## src/rtl/core/vlg_pkg.sv

```systemverilog
// vlg_pkg: types and constants shared by the velocity limit governor
// used by vlg_div and velocity_limit_governor; no dependencies
`default_nettype none

package vlg_pkg;

  // item function codes
  typedef enum logic [1:0] {
    FN_CMD    = 2'd0,
    FN_LIMIT  = 2'd1,
    FN_TICK   = 2'd2,
    FN_ENABLE = 2'd3
  } func_t;

  // configuration register indexes
  typedef enum logic [2:0] {
    REG_TIMEOUT0  = 3'd0,
    REG_TIMEOUT1  = 3'd1,
    REG_TIMEOUT2  = 3'd2,
    REG_TIMEOUT3  = 3'd3,
    REG_STOP_MASK = 3'd4,
    REG_CFG_MASK  = 3'd5,
    REG_WATCHDOG  = 3'd6,
    REG_UNUSED    = 3'd7
  } reg_idx_t;

  typedef enum logic [2:0] {
    ST_IDLE,
    ST_CLAMP,
    ST_SAT,
    ST_MUL,
    ST_DIV,
    ST_FIN
  } state_t;

  localparam int unsigned VEL_W          = 16;
  localparam int unsigned AGE_W          = 16;
  localparam int unsigned MASK_W         = 4;
  localparam int unsigned N_TIMEOUT_REGS = 4;
  localparam int unsigned CFG_IDX_W      = 3;
  localparam int unsigned CFG_DATA_W     = 16;
  // clamp accumulator: wide enough for the negation of the most negative limit
  localparam int unsigned ACC_W          = 18;
  // magnitude of a 16x16 signed product and of a 16-bit signed divisor
  localparam int unsigned DVD_W          = 31;
  localparam int unsigned DVS_W          = 16;

  localparam logic [AGE_W-1:0] AGE_MAX       = '1;
  localparam logic [AGE_W-1:0] WATCHDOG_RST  = 16'd10;
  localparam logic signed [VEL_W-1:0] VEL_MAX = 16'sh7FFF;
  localparam logic signed [VEL_W-1:0] VEL_MIN = 16'sh8000;

endpackage

`default_nettype wire

```

## src/rtl/core/velocity_limit_governor.sv

```systemverilog
// Velocity limit governor: command, limit, enable and tick items in Q4.12; a tick
// yields one limited (linear, angular) item. Command, limit and enable items leave the
// block idle. A tick passes each source in turn through the shared clamp comparator,
// then saturates and multiplies, runs the one-bit-per-cycle divider and loads the
// output; the divider is skipped when either the commanded or the limited linear speed
// is zero. A finished result waits in the output register while further items are
// taken.
// depends on vlg_pkg and vlg_div
`default_nettype none

module velocity_limit_governor #(
  parameter int N_SOURCES = 4
) (
  input  wire logic                              clk,
  input  wire logic                              rst_n,
  // item input
  input  wire logic                              in_valid,
  output logic                                   in_stall,
  input  wire logic [1:0]                        in_func,
  input  wire logic [1:0]                        in_source_index,
  input  wire logic signed [vlg_pkg::VEL_W-1:0]  in_speed_value,
  input  wire logic signed [vlg_pkg::VEL_W-1:0]  in_turn_value,
  input  wire logic                              in_enable_value,
  // result output
  output logic                                   out_valid,
  input  wire logic                              out_stall,
  output logic signed [vlg_pkg::VEL_W-1:0]       out_linear_out,
  output logic signed [vlg_pkg::VEL_W-1:0]       out_angular_out,
  // register writes
  input  wire logic                              cfg_valid,
  output logic                                   cfg_ready,
  input  wire logic [vlg_pkg::CFG_IDX_W-1:0]     cfg_index,
  input  wire logic [vlg_pkg::CFG_DATA_W-1:0]    cfg_data
);

  localparam int unsigned SRC_IW = (N_SOURCES > 1) ? $clog2(N_SOURCES) : 1;
  localparam logic [SRC_IW-1:0] SRC_LAST = SRC_IW'(N_SOURCES - 1);

  // configuration
  logic [vlg_pkg::AGE_W-1:0]  timeout_r [vlg_pkg::N_TIMEOUT_REGS];
  logic [vlg_pkg::MASK_W-1:0] stop_mask_r;
  logic [vlg_pkg::MASK_W-1:0] cfg_mask_r;
  logic [vlg_pkg::AGE_W-1:0]  watchdog_r;

  // source and command state
  logic signed [vlg_pkg::VEL_W-1:0] src_limit_r [N_SOURCES];
  logic [vlg_pkg::AGE_W-1:0]        src_age_r   [N_SOURCES];
  logic [N_SOURCES-1:0]             src_en_r;
  logic [N_SOURCES-1:0]             stop_vec;
  logic signed [vlg_pkg::VEL_W-1:0] cmd_linear_r;
  logic signed [vlg_pkg::VEL_W-1:0] cmd_angular_r;
  logic [vlg_pkg::AGE_W-1:0]        cmd_age_r;

  // tick datapath
  vlg_pkg::state_t                  state_r, state_nxt;
  logic [SRC_IW-1:0]                src_cnt_r;
  logic signed [vlg_pkg::ACC_W-1:0] l_r;
  logic signed [vlg_pkg::VEL_W-1:0] r_r;
  logic signed [vlg_pkg::VEL_W-1:0] lin_r;
  logic signed [2*vlg_pkg::VEL_W-1:0] prod_w;
  logic signed [vlg_pkg::VEL_W-1:0] ang_r;
  logic                             out_valid_r;
  logic signed [vlg_pkg::VEL_W-1:0] out_lin_r;
  logic signed [vlg_pkg::VEL_W-1:0] out_ang_r;

  logic                             in_acc;
  vlg_pkg::func_t                   func;
  logic [3:0]                       in_src_ext;
  logic [vlg_pkg::AGE_W-1:0]        cmd_age_inc;
  logic                             cmd_stale;
  logic                             out_free;
  logic                             div_start;
  logic                             div_done;
  logic [vlg_pkg::DVD_W-1:0]        div_quo;
  logic [vlg_pkg::DVD_W-1:0]        prod_mag;
  logic [vlg_pkg::DVS_W-1:0]        cmd_mag;
  logic                             quo_neg;
  logic                             skip_div;
  logic signed [vlg_pkg::VEL_W-1:0] ang_sat;

  // clamp step for the source under the counter
  logic signed [vlg_pkg::VEL_W-1:0] lim;
  logic signed [vlg_pkg::ACC_W-1:0] lim_x;
  logic signed [vlg_pkg::ACC_W-1:0] lim_neg;
  logic signed [vlg_pkg::ACC_W-1:0] l_min;
  logic signed [vlg_pkg::ACC_W-1:0] l_clamp;

  assign in_acc     = in_valid && !in_stall;
  assign func       = vlg_pkg::func_t'(in_func);
  assign in_src_ext = {2'b00, in_source_index};
  assign out_free   = !out_valid_r || !out_stall;
  assign cfg_ready  = (state_r == vlg_pkg::ST_IDLE);
  assign in_stall   = (state_r != vlg_pkg::ST_IDLE);

  // ---------------- configuration registers ----------------
  always_ff @(posedge clk) begin
    if (!rst_n) begin
      for (int k = 0; k < vlg_pkg::N_TIMEOUT_REGS; k++) timeout_r[k] <= '0;
      stop_mask_r <= '0;
      cfg_mask_r  <= '0;
      watchdog_r  <= vlg_pkg::WATCHDOG_RST;
    end else if (cfg_valid && cfg_ready) begin
      unique case (vlg_pkg::reg_idx_t'(cfg_index))
        vlg_pkg::REG_TIMEOUT0:  timeout_r[0] <= cfg_data;
        vlg_pkg::REG_TIMEOUT1:  timeout_r[1] <= cfg_data;
        vlg_pkg::REG_TIMEOUT2:  timeout_r[2] <= cfg_data;
        vlg_pkg::REG_TIMEOUT3:  timeout_r[3] <= cfg_data;
        vlg_pkg::REG_STOP_MASK: stop_mask_r  <= cfg_data[vlg_pkg::MASK_W-1:0];
        vlg_pkg::REG_CFG_MASK:  cfg_mask_r   <= cfg_data[vlg_pkg::MASK_W-1:0];
        vlg_pkg::REG_WATCHDOG:  watchdog_r   <= cfg_data;
        vlg_pkg::REG_UNUSED: ;
      endcase
    end
  end

  // ---------------- per-source state ----------------
  for (genvar i = 0; i < N_SOURCES; i++) begin : g_src
    logic [vlg_pkg::AGE_W-1:0] to;
    logic [vlg_pkg::AGE_W-1:0] age_inc;
    logic                      hit;

    // sources past the timeout registers never expire and have no stop bit
    if (i < vlg_pkg::N_TIMEOUT_REGS) begin : g_to
      assign to          = timeout_r[i];
      assign stop_vec[i] = stop_mask_r[i];
    end else begin : g_no_to
      assign to          = '0;
      assign stop_vec[i] = 1'b0;
    end

    assign age_inc = (src_age_r[i] == vlg_pkg::AGE_MAX) ? vlg_pkg::AGE_MAX
                                                        : src_age_r[i] + 1'b1;
    assign hit     = (in_src_ext == 4'(i));

    always_ff @(posedge clk) begin
      if (!rst_n) begin
        src_limit_r[i] <= '0;
        src_age_r[i]   <= '0;
        src_en_r[i]    <= 1'b1;
      end else if (in_acc) begin
        unique case (func)
          vlg_pkg::FN_CMD: ;
          vlg_pkg::FN_LIMIT: begin
            if (hit) begin
              src_limit_r[i] <= in_speed_value;
              src_age_r[i]   <= '0;
            end
          end
          vlg_pkg::FN_TICK: begin
            src_age_r[i] <= age_inc;
            if (to != '0 && age_inc > to) src_limit_r[i] <= '0;
          end
          vlg_pkg::FN_ENABLE: begin
            if (hit && cfg_mask_r[in_source_index]) src_en_r[i] <= in_enable_value;
          end
        endcase
      end
    end
  end

  // ---------------- command state ----------------
  assign cmd_age_inc = (cmd_age_r == vlg_pkg::AGE_MAX) ? vlg_pkg::AGE_MAX
                                                       : cmd_age_r + 1'b1;
  assign cmd_stale   = (cmd_age_inc > watchdog_r);

  always_ff @(posedge clk) begin
    if (!rst_n) begin
      cmd_linear_r  <= '0;
      cmd_angular_r <= '0;
      cmd_age_r     <= vlg_pkg::AGE_MAX;
    end else if (in_acc) begin
      unique case (func)
        vlg_pkg::FN_CMD: begin
          cmd_linear_r  <= in_speed_value;
          cmd_angular_r <= in_turn_value;
          cmd_age_r     <= '0;
        end
        vlg_pkg::FN_TICK: begin
          cmd_age_r <= cmd_age_inc;
          if (cmd_stale) begin
            cmd_linear_r  <= '0;
            cmd_angular_r <= '0;
          end
        end
        vlg_pkg::FN_LIMIT, vlg_pkg::FN_ENABLE: ;
      endcase
    end
  end

  // ---------------- shared clamp comparator ----------------
  assign lim     = src_limit_r[src_cnt_r];
  assign lim_x   = vlg_pkg::ACC_W'(lim);
  assign lim_neg = -lim_x;
  assign l_min   = (lim_x < l_r) ? lim_x : l_r;
  assign l_clamp = (l_min < lim_neg) ? lim_neg : l_min;

  // ---------------- divider operands and result ----------------
  // r_r and lin_r hold still from the multiply cycle until the result is loaded
  assign prod_w   = r_r * lin_r;
  assign prod_mag = prod_w[2*vlg_pkg::VEL_W-1] ? vlg_pkg::DVD_W'(-prod_w)
                                               : vlg_pkg::DVD_W'(prod_w);
  assign cmd_mag  = cmd_linear_r[vlg_pkg::VEL_W-1] ? vlg_pkg::DVS_W'(-cmd_linear_r)
                                                   : vlg_pkg::DVS_W'(cmd_linear_r);
  assign quo_neg  = prod_w[2*vlg_pkg::VEL_W-1] ^ cmd_linear_r[vlg_pkg::VEL_W-1];
  assign skip_div = (cmd_linear_r == '0) || (lin_r == '0);

  always_comb begin
    if (quo_neg) begin
      if (div_quo > vlg_pkg::DVD_W'(32768)) ang_sat = vlg_pkg::VEL_MIN;
      else                                  ang_sat = -signed'(div_quo[vlg_pkg::VEL_W-1:0]);
    end else begin
      if (div_quo > vlg_pkg::DVD_W'(32767)) ang_sat = vlg_pkg::VEL_MAX;
      else                                  ang_sat = signed'(div_quo[vlg_pkg::VEL_W-1:0]);
    end
  end

  vlg_div u_div (
    .clk      (clk),
    .rst_n    (rst_n),
    .start    (div_start),
    .dividend (prod_mag),
    .divisor  (cmd_mag),
    .done     (div_done),
    .quotient (div_quo)
  );

  // ---------------- sequencer ----------------
  always_ff @(posedge clk) begin
    if (!rst_n) state_r <= vlg_pkg::ST_IDLE;
    else        state_r <= state_nxt;
  end

  always_comb begin
    state_nxt = state_r;
    div_start = 1'b0;
    unique case (state_r)
      vlg_pkg::ST_IDLE: begin
        if (in_acc && func == vlg_pkg::FN_TICK) state_nxt = vlg_pkg::ST_CLAMP;
      end
      vlg_pkg::ST_CLAMP: begin
        if (src_cnt_r == SRC_LAST) state_nxt = vlg_pkg::ST_SAT;
      end
      vlg_pkg::ST_SAT: state_nxt = vlg_pkg::ST_MUL;
      vlg_pkg::ST_MUL: begin
        if (skip_div) begin
          state_nxt = vlg_pkg::ST_FIN;
        end else begin
          div_start = 1'b1;
          state_nxt = vlg_pkg::ST_DIV;
        end
      end
      vlg_pkg::ST_DIV: begin
        if (div_done) state_nxt = vlg_pkg::ST_FIN;
      end
      vlg_pkg::ST_FIN: begin
        if (out_free) state_nxt = vlg_pkg::ST_IDLE;
      end
      default: state_nxt = vlg_pkg::ST_IDLE;
    endcase
  end

  // tick datapath registers
  always_ff @(posedge clk) begin
    if (!rst_n) begin
      src_cnt_r <= '0;
    end else if (state_r == vlg_pkg::ST_IDLE) begin
      src_cnt_r <= '0;
    end else if (state_r == vlg_pkg::ST_CLAMP && src_cnt_r != SRC_LAST) begin
      src_cnt_r <= src_cnt_r + 1'b1;
    end
  end

  always_ff @(posedge clk) begin
    unique case (state_r)
      vlg_pkg::ST_IDLE: begin
        // start from the command as it stands after this tick's watchdog check
        l_r <= cmd_stale ? '0 : vlg_pkg::ACC_W'(cmd_linear_r);
        r_r <= cmd_stale ? '0 : cmd_angular_r;
      end
      vlg_pkg::ST_CLAMP: begin
        if (src_en_r[src_cnt_r]) begin
          l_r <= l_clamp;
          if (lim == '0 && stop_vec[src_cnt_r]) r_r <= '0;
        end
      end
      vlg_pkg::ST_SAT: begin
        if (l_r > vlg_pkg::ACC_W'(vlg_pkg::VEL_MAX))      lin_r <= vlg_pkg::VEL_MAX;
        else if (l_r < vlg_pkg::ACC_W'(vlg_pkg::VEL_MIN)) lin_r <= vlg_pkg::VEL_MIN;
        else                                             lin_r <= l_r[vlg_pkg::VEL_W-1:0];
      end
      vlg_pkg::ST_MUL: begin
        if (skip_div) ang_r <= r_r;
      end
      vlg_pkg::ST_DIV: begin
        if (div_done) ang_r <= ang_sat;
      end
      vlg_pkg::ST_FIN: ;
      default: ;
    endcase
  end

  // ---------------- output register ----------------
  always_ff @(posedge clk) begin
    if (!rst_n) begin
      out_valid_r <= 1'b0;
    end else if (state_r == vlg_pkg::ST_FIN && out_free) begin
      out_valid_r <= 1'b1;
    end else if (!out_stall) begin
      out_valid_r <= 1'b0;
    end
  end

  always_ff @(posedge clk) begin
    if (state_r == vlg_pkg::ST_FIN && out_free) begin
      out_lin_r <= lin_r;
      out_ang_r <= ang_r;
    end
  end

  assign out_valid       = out_valid_r;
  assign out_linear_out  = out_lin_r;
  assign out_angular_out = out_ang_r;

  // ---------------- assertions ----------------
  a_tick_starts_clamp: assert property (@(posedge clk) disable iff (!rst_n)
    (in_acc && func == vlg_pkg::FN_TICK) |=> state_r == vlg_pkg::ST_CLAMP)
    else $error("tick item did not start the clamp pass");

  a_result_from_fin: assert property (@(posedge clk) disable iff (!rst_n)
    $rose(out_valid_r) |-> $past(state_r == vlg_pkg::ST_FIN))
    else $error("result raised outside the final state");

  a_cmd_held_busy: assert property (@(posedge clk) disable iff (!rst_n)
    (state_r != vlg_pkg::ST_IDLE && $past(state_r != vlg_pkg::ST_IDLE))
      |-> $stable(cmd_linear_r))
    else $error("command changed while a tick was in progress");

  a_div_done_in_div: assert property (@(posedge clk) disable iff (!rst_n)
    div_done |-> state_r == vlg_pkg::ST_DIV)
    else $error("divider finished outside the divide state");

endmodule

`default_nettype wire

```

## src/rtl/core/vlg_div.sv

```systemverilog
// vlg_div: unsigned restoring divider, one quotient bit per cycle
// depends on vlg_pkg for operand widths
`default_nettype none

module vlg_div (
  input  wire logic                          clk,
  input  wire logic                          rst_n,
  input  wire logic                          start,
  input  wire logic [vlg_pkg::DVD_W-1:0]     dividend,
  input  wire logic [vlg_pkg::DVS_W-1:0]     divisor,
  output logic                               done,
  output logic [vlg_pkg::DVD_W-1:0]          quotient
);

  localparam int unsigned CNT_W = $clog2(vlg_pkg::DVD_W);
  localparam logic [CNT_W-1:0] CNT_LAST = CNT_W'(vlg_pkg::DVD_W - 1);

  logic [vlg_pkg::DVD_W-1:0] quo_r;
  logic [vlg_pkg::DVS_W-1:0] rem_r;
  logic [vlg_pkg::DVS_W-1:0] dvs_r;
  logic [CNT_W-1:0]          cnt_r;
  logic                      busy_r;
  logic                      done_r;

  logic [vlg_pkg::DVS_W:0]   trial;
  logic [vlg_pkg::DVS_W:0]   diff;
  logic                      qbit;

  assign trial = {rem_r, quo_r[vlg_pkg::DVD_W-1]};
  assign diff  = trial - {1'b0, dvs_r};
  assign qbit  = (trial >= {1'b0, dvs_r});

  always_ff @(posedge clk) begin
    if (!rst_n) begin
      busy_r <= 1'b0;
      done_r <= 1'b0;
      cnt_r  <= '0;
    end else begin
      done_r <= 1'b0;
      if (start) begin
        busy_r <= 1'b1;
        cnt_r  <= '0;
      end else if (busy_r) begin
        cnt_r <= cnt_r + 1'b1;
        if (cnt_r == CNT_LAST) begin
          busy_r <= 1'b0;
          done_r <= 1'b1;
        end
      end
    end
  end

  always_ff @(posedge clk) begin
    if (start) begin
      quo_r <= dividend;
      rem_r <= '0;
      dvs_r <= divisor;
    end else if (busy_r) begin
      // remainder stays below the divisor, so it fits in DVS_W bits
      rem_r <= qbit ? diff[vlg_pkg::DVS_W-1:0] : trial[vlg_pkg::DVS_W-1:0];
      quo_r <= {quo_r[vlg_pkg::DVD_W-2:0], qbit};
    end
  end

  assign done     = done_r;
  assign quotient = quo_r;

endmodule

`default_nettype wire

```

## config.mk

```make
export PLATFORM = sky130hd
export DESIGN_NAME = velocity_limit_governor
export DESIGN_NICKNAME = d
export VERILOG_FILES = /design/src/rtl/core/vlg_pkg.sv /design/src/rtl/core/velocity_limit_governor.sv /design/src/rtl/core/vlg_div.sv
export SDC_FILE = /design/constraint.sdc
export NUM_CORES = 2
export LEC_CHECK = 0
export ABC_AREA = 1
export BUFFER_PORTS_ARGS = -buffer_cell sky130_fd_sc_hd__buf_4
export CAP_MARGIN = 5
export CORE_MARGIN = 3
export CORE_UTILIZATION = 35
export DETAILED_ROUTE_END_ITERATION = 7
export GPL_TIMING_DRIVEN = 0
export PLACE_DENSITY_LB_ADDON = 0.1
export SLEW_MARGIN = 10
export SYNTH_ARGS = -nofsm -noshare
export SYNTH_HDL_FRONTEND = slang
export SYNTH_SLANG_ARGS = --single-unit
export TNS_END_PERCENT = 50
```

## constraint.sdc

```tcl
create_clock -name clk -period 8.3 [get_ports clk]
set_clock_uncertainty 0.1 [all_clocks]
set_input_delay 0.83 -clock clk [delete_from_list [all_inputs] [get_ports clk]]
set_output_delay 0.83 -clock clk [all_outputs]
set_load 0.02 [all_outputs]
```

==> impl_metrics.py <==
metrics = {
    "floorplanning": {
        "rows": 117,
        "initial_core_util_pct": 35.6,
        "core_um2": 103000,
        "io_pins": 96,
        "fp.dieW_um": 329,
        "die_area_um2": 108000,
        "die_height_um": 329,
    },
    "sta": {
        "finalMaxSlewViolations": 0,
        "min_period_ps": 7860,
        "max_slew_margin_pct": 32.9,
        "finalSetupViolCount": 0,
        "final_hold_viol_count": 0,
        "fmax_mhz": 127,
        "period_share_pct": 94.7,
        "setup_slack_ps": 442,
        "rsz0062_at_grt": "no",
        "worst_slew_pin_slew_ps": 1010,
    },
    "critical_path": {
        "startpoint_type": "register",
        "worst_path_most_repeated_cell": "inv_1",
        "r2r_start": "r_r[15]",
        "worstPathRequired_ps": 8610,
        "reg2reg_depth": 29,
        "worstPathMaxFanout": 10,
        "r2r-end": "u_div.quotient[17]",
        "critPathArrivalTime_ps": 8170,
        "critPathKind": "reg -> reg",
        "cp_slowest_cell": "fa_1",
        "cp-end-kind": "register",
        "cp-startpoint": "r_r[15]",
        "reg2reg_slack_ps": 440,
        "cp-endpoint": "u_div.quotient[17]",
        "crit_path_max_incr_delay_ps": 650,
    },
    "synth": {
        "ys_ff_latch": 444,
        "ys_seq_area_share_pct": 33.5,
        "synth_area_leaders": "edfxtp_1 28%, fa_1 14%, nand2_1 11%, inv_1 9.9%, ha_1 7.7%",
        "syn_area_um2": 36500,
        "ys_types": 59,
        "ys_warn_count": 0,
        "avgSynthCellArea_um2": 7.94,
        "ys_top_cells_by_count": "1102 x nand2_1, 962 x inv_1, 351 x nor2_1",
        "synth_top_area_cell": "edfxtp_1",
        "synth_nets": 5153,
        "async_flop_share_pct": 0,
        "synth_top_area_share_pct": 27.7,
        "synth_edf_count": 337,
        "ys.flop_type": "edfxtp_1",
        "yosysMostFrequentCell": "nand2_1",
        "synth_cells": 4604,
    },
    "placed_design": {
        "dp_cells": 6069,
        "dp_hpwl_um": 90100,
        "place_ws_ps": -461,
        "routabilityCongestion": 0.929,
        "io_buffers": 94,
    },
    "global_route": {
        "grt_pass1_wl_um": 175000,
        "met1_usage_pct": 29.5,
        "met3_usage_pct": 2.73,
        "antenna_found_initial": 3,
        "grt-ovfl-total": 0,
        "grtUsageTotal_pct": 21.1,
        "grt_pass1_vias": 29500,
        "top_usage_layer": "met2",
        "grt_max_degree": 34,
        "use_met2_pct": 34.6,
    },
    "clock_network": {
        "clock_latency_ps": 690,
        "cts_tree": "yes",
        "htree_levels": 2,
        "clock_sinks": 444,
        "cts_buffers": 54,
        "clk_pin_slew_ps": 60,
        "cts_root_buffer": "clkbuf_16",
        "cts_buffer_depth": 3,
    },
    "finish": {
        "area_growth_pct": 12.5,
        "antennaDiodeCount": 0,
        "nets": 5322,
        "layout-drive-gt1-share_pct": 6.85,
        "final_cells": 6187,
        "fin_util_pct": 40.0,
    },
    "drt": {
        "vias": 29800,
        "drt_iter0_markers": 1952,
        "ant_nets": 0,
        "drcViolationCount": 0,
        "first_pass_iters": 6,
        "drt-total-wl_um": 113000,
        "routedWlPerCell_um": 18.3,
        "via_per_inst": 4.82,
    },
    "run_status": {
        "status": "finished, final reports clean",
    },
    "hold_path": {
        "hold_path.class": "reg -> reg",
        "whs_path_depth": 0,
    },
    "flow_run": {
        "drv_cap": 0,
    },
}
==> kinds of logic (layout without fill, tap and decap cells) <==
family | Yosys count | in the layout | synth area share (%)
buffers and inverters | 1135 | 1350 | 11.9
DFF | 444 | 444 | 33.5
AOI/OAI and AO/OA | 516 | 516 | 7.64
xor gates and xnor gates | 125 | 125 | 3.00
adders and majority gates | 488 | 488 | 22.1
and+or+nand+nor | 1896 | 1896 | 21.8
==> flip-flops by register name, summed over array words and instances, names as in the netlist, 5 cells and up, named ones only <==
signal and cells:
u_div.dvs_r 16, out_linear_out 16, r_r 16, cmd_angular_r 16, timeout_r 64, cmd_age_r 16
lin_r 16, u_div.quotient 31, u_div.cnt_r 5, ang_r 16, watchdog_r 16, l_r 18
u_div.rem_r 16, src_limit_r 64, cmd_linear_r 16, src_age_r 64, out_angular_out 16
==> worst max-delay path, delay by kind of cell (launching register included) <==
family                     cells  cell delay, ps
adders and majority gates      7            3760
buffers and inverters         12            1720
and+or+nand+nor                7             840
AOI/OAI and AO/OA              3             710
DFF                            1             480
==> layer usage <==
| layer | share of wire, % | up-vias |
|---|---|---|
| met5 | 0 | - |
| li1 | - | 14800 |
| met2 | 47 | 594 |
| met1 | 47 | 14300 |
| met3 | 4.6 | 104 |
| met4 | 2.0 | 0 |
==> worst min path at each step <==
stage                       startpoint             endpoint  slack [ps]
after detailed placement     ang_r[14]  out_angular_out[14]         310
after global placement        ang_r[3]   out_angular_out[3]         300
final                        ang_r[14]  out_angular_out[14]         320
after CTS                 cfg_data[11]       watchdog_r[11]         290
after global routing          ang_r[2]   out_angular_out[2]         320
after floorplan               ang_r[0]   out_angular_out[0]         300
==> layout make-up <==
cell class,count,area (um2)
Buffer,134,619
Clock buffer,77,1550
Tap cell,1368,1710
Inverter,975,3670
Clock inverter,25,231
Sequential cell,444,12300
Multi-Input combinational cell,3025,20000
Fill cell,10800,61700
Timing Repair Buffer,139,1070
==> placed cells by master (no fill, tap or decap), drive strengths merged, types with 5 or more instances in the layout <==
cell type and n:
o21ai 177, a22oi 5, buf 170, nand3b 10, a211oi 14, edfxtp 337
nand2 1112, nor3 63, a21oi 259, inv 971, dfxtp 107, o221ai 5
nand3 240, nor3b 5, nor4 34, or2 11, ha 225, o31ai 7
nand4 57, xnor2 35, fa 263, xor2 90, clkbuf 180, o211ai 11
a21o 5, clkinv 25, o21bai 6, nor2 359, a31oi 9
==> what timing repair did <==
item	CTS	global route
gates resized for setup	5	30
buffers inserted	2	40
hold buffers	0	0
endpoints found under the setup margin	46	46
==> stage by stage <==
step,cell area [um2],TNS [ps],hold WS [ps]
after floorplan,36500,0,300
after global placement,39000,-16270,302
after detailed placement,39100,-14690,305
after CTS,40800,0,289
after global routing,41100,0,324
final,41100,0,317
Power is left out: the tool's default activity adds up to more than one toggle a clock period on the data nets, which glitch-free logic cannot reach.
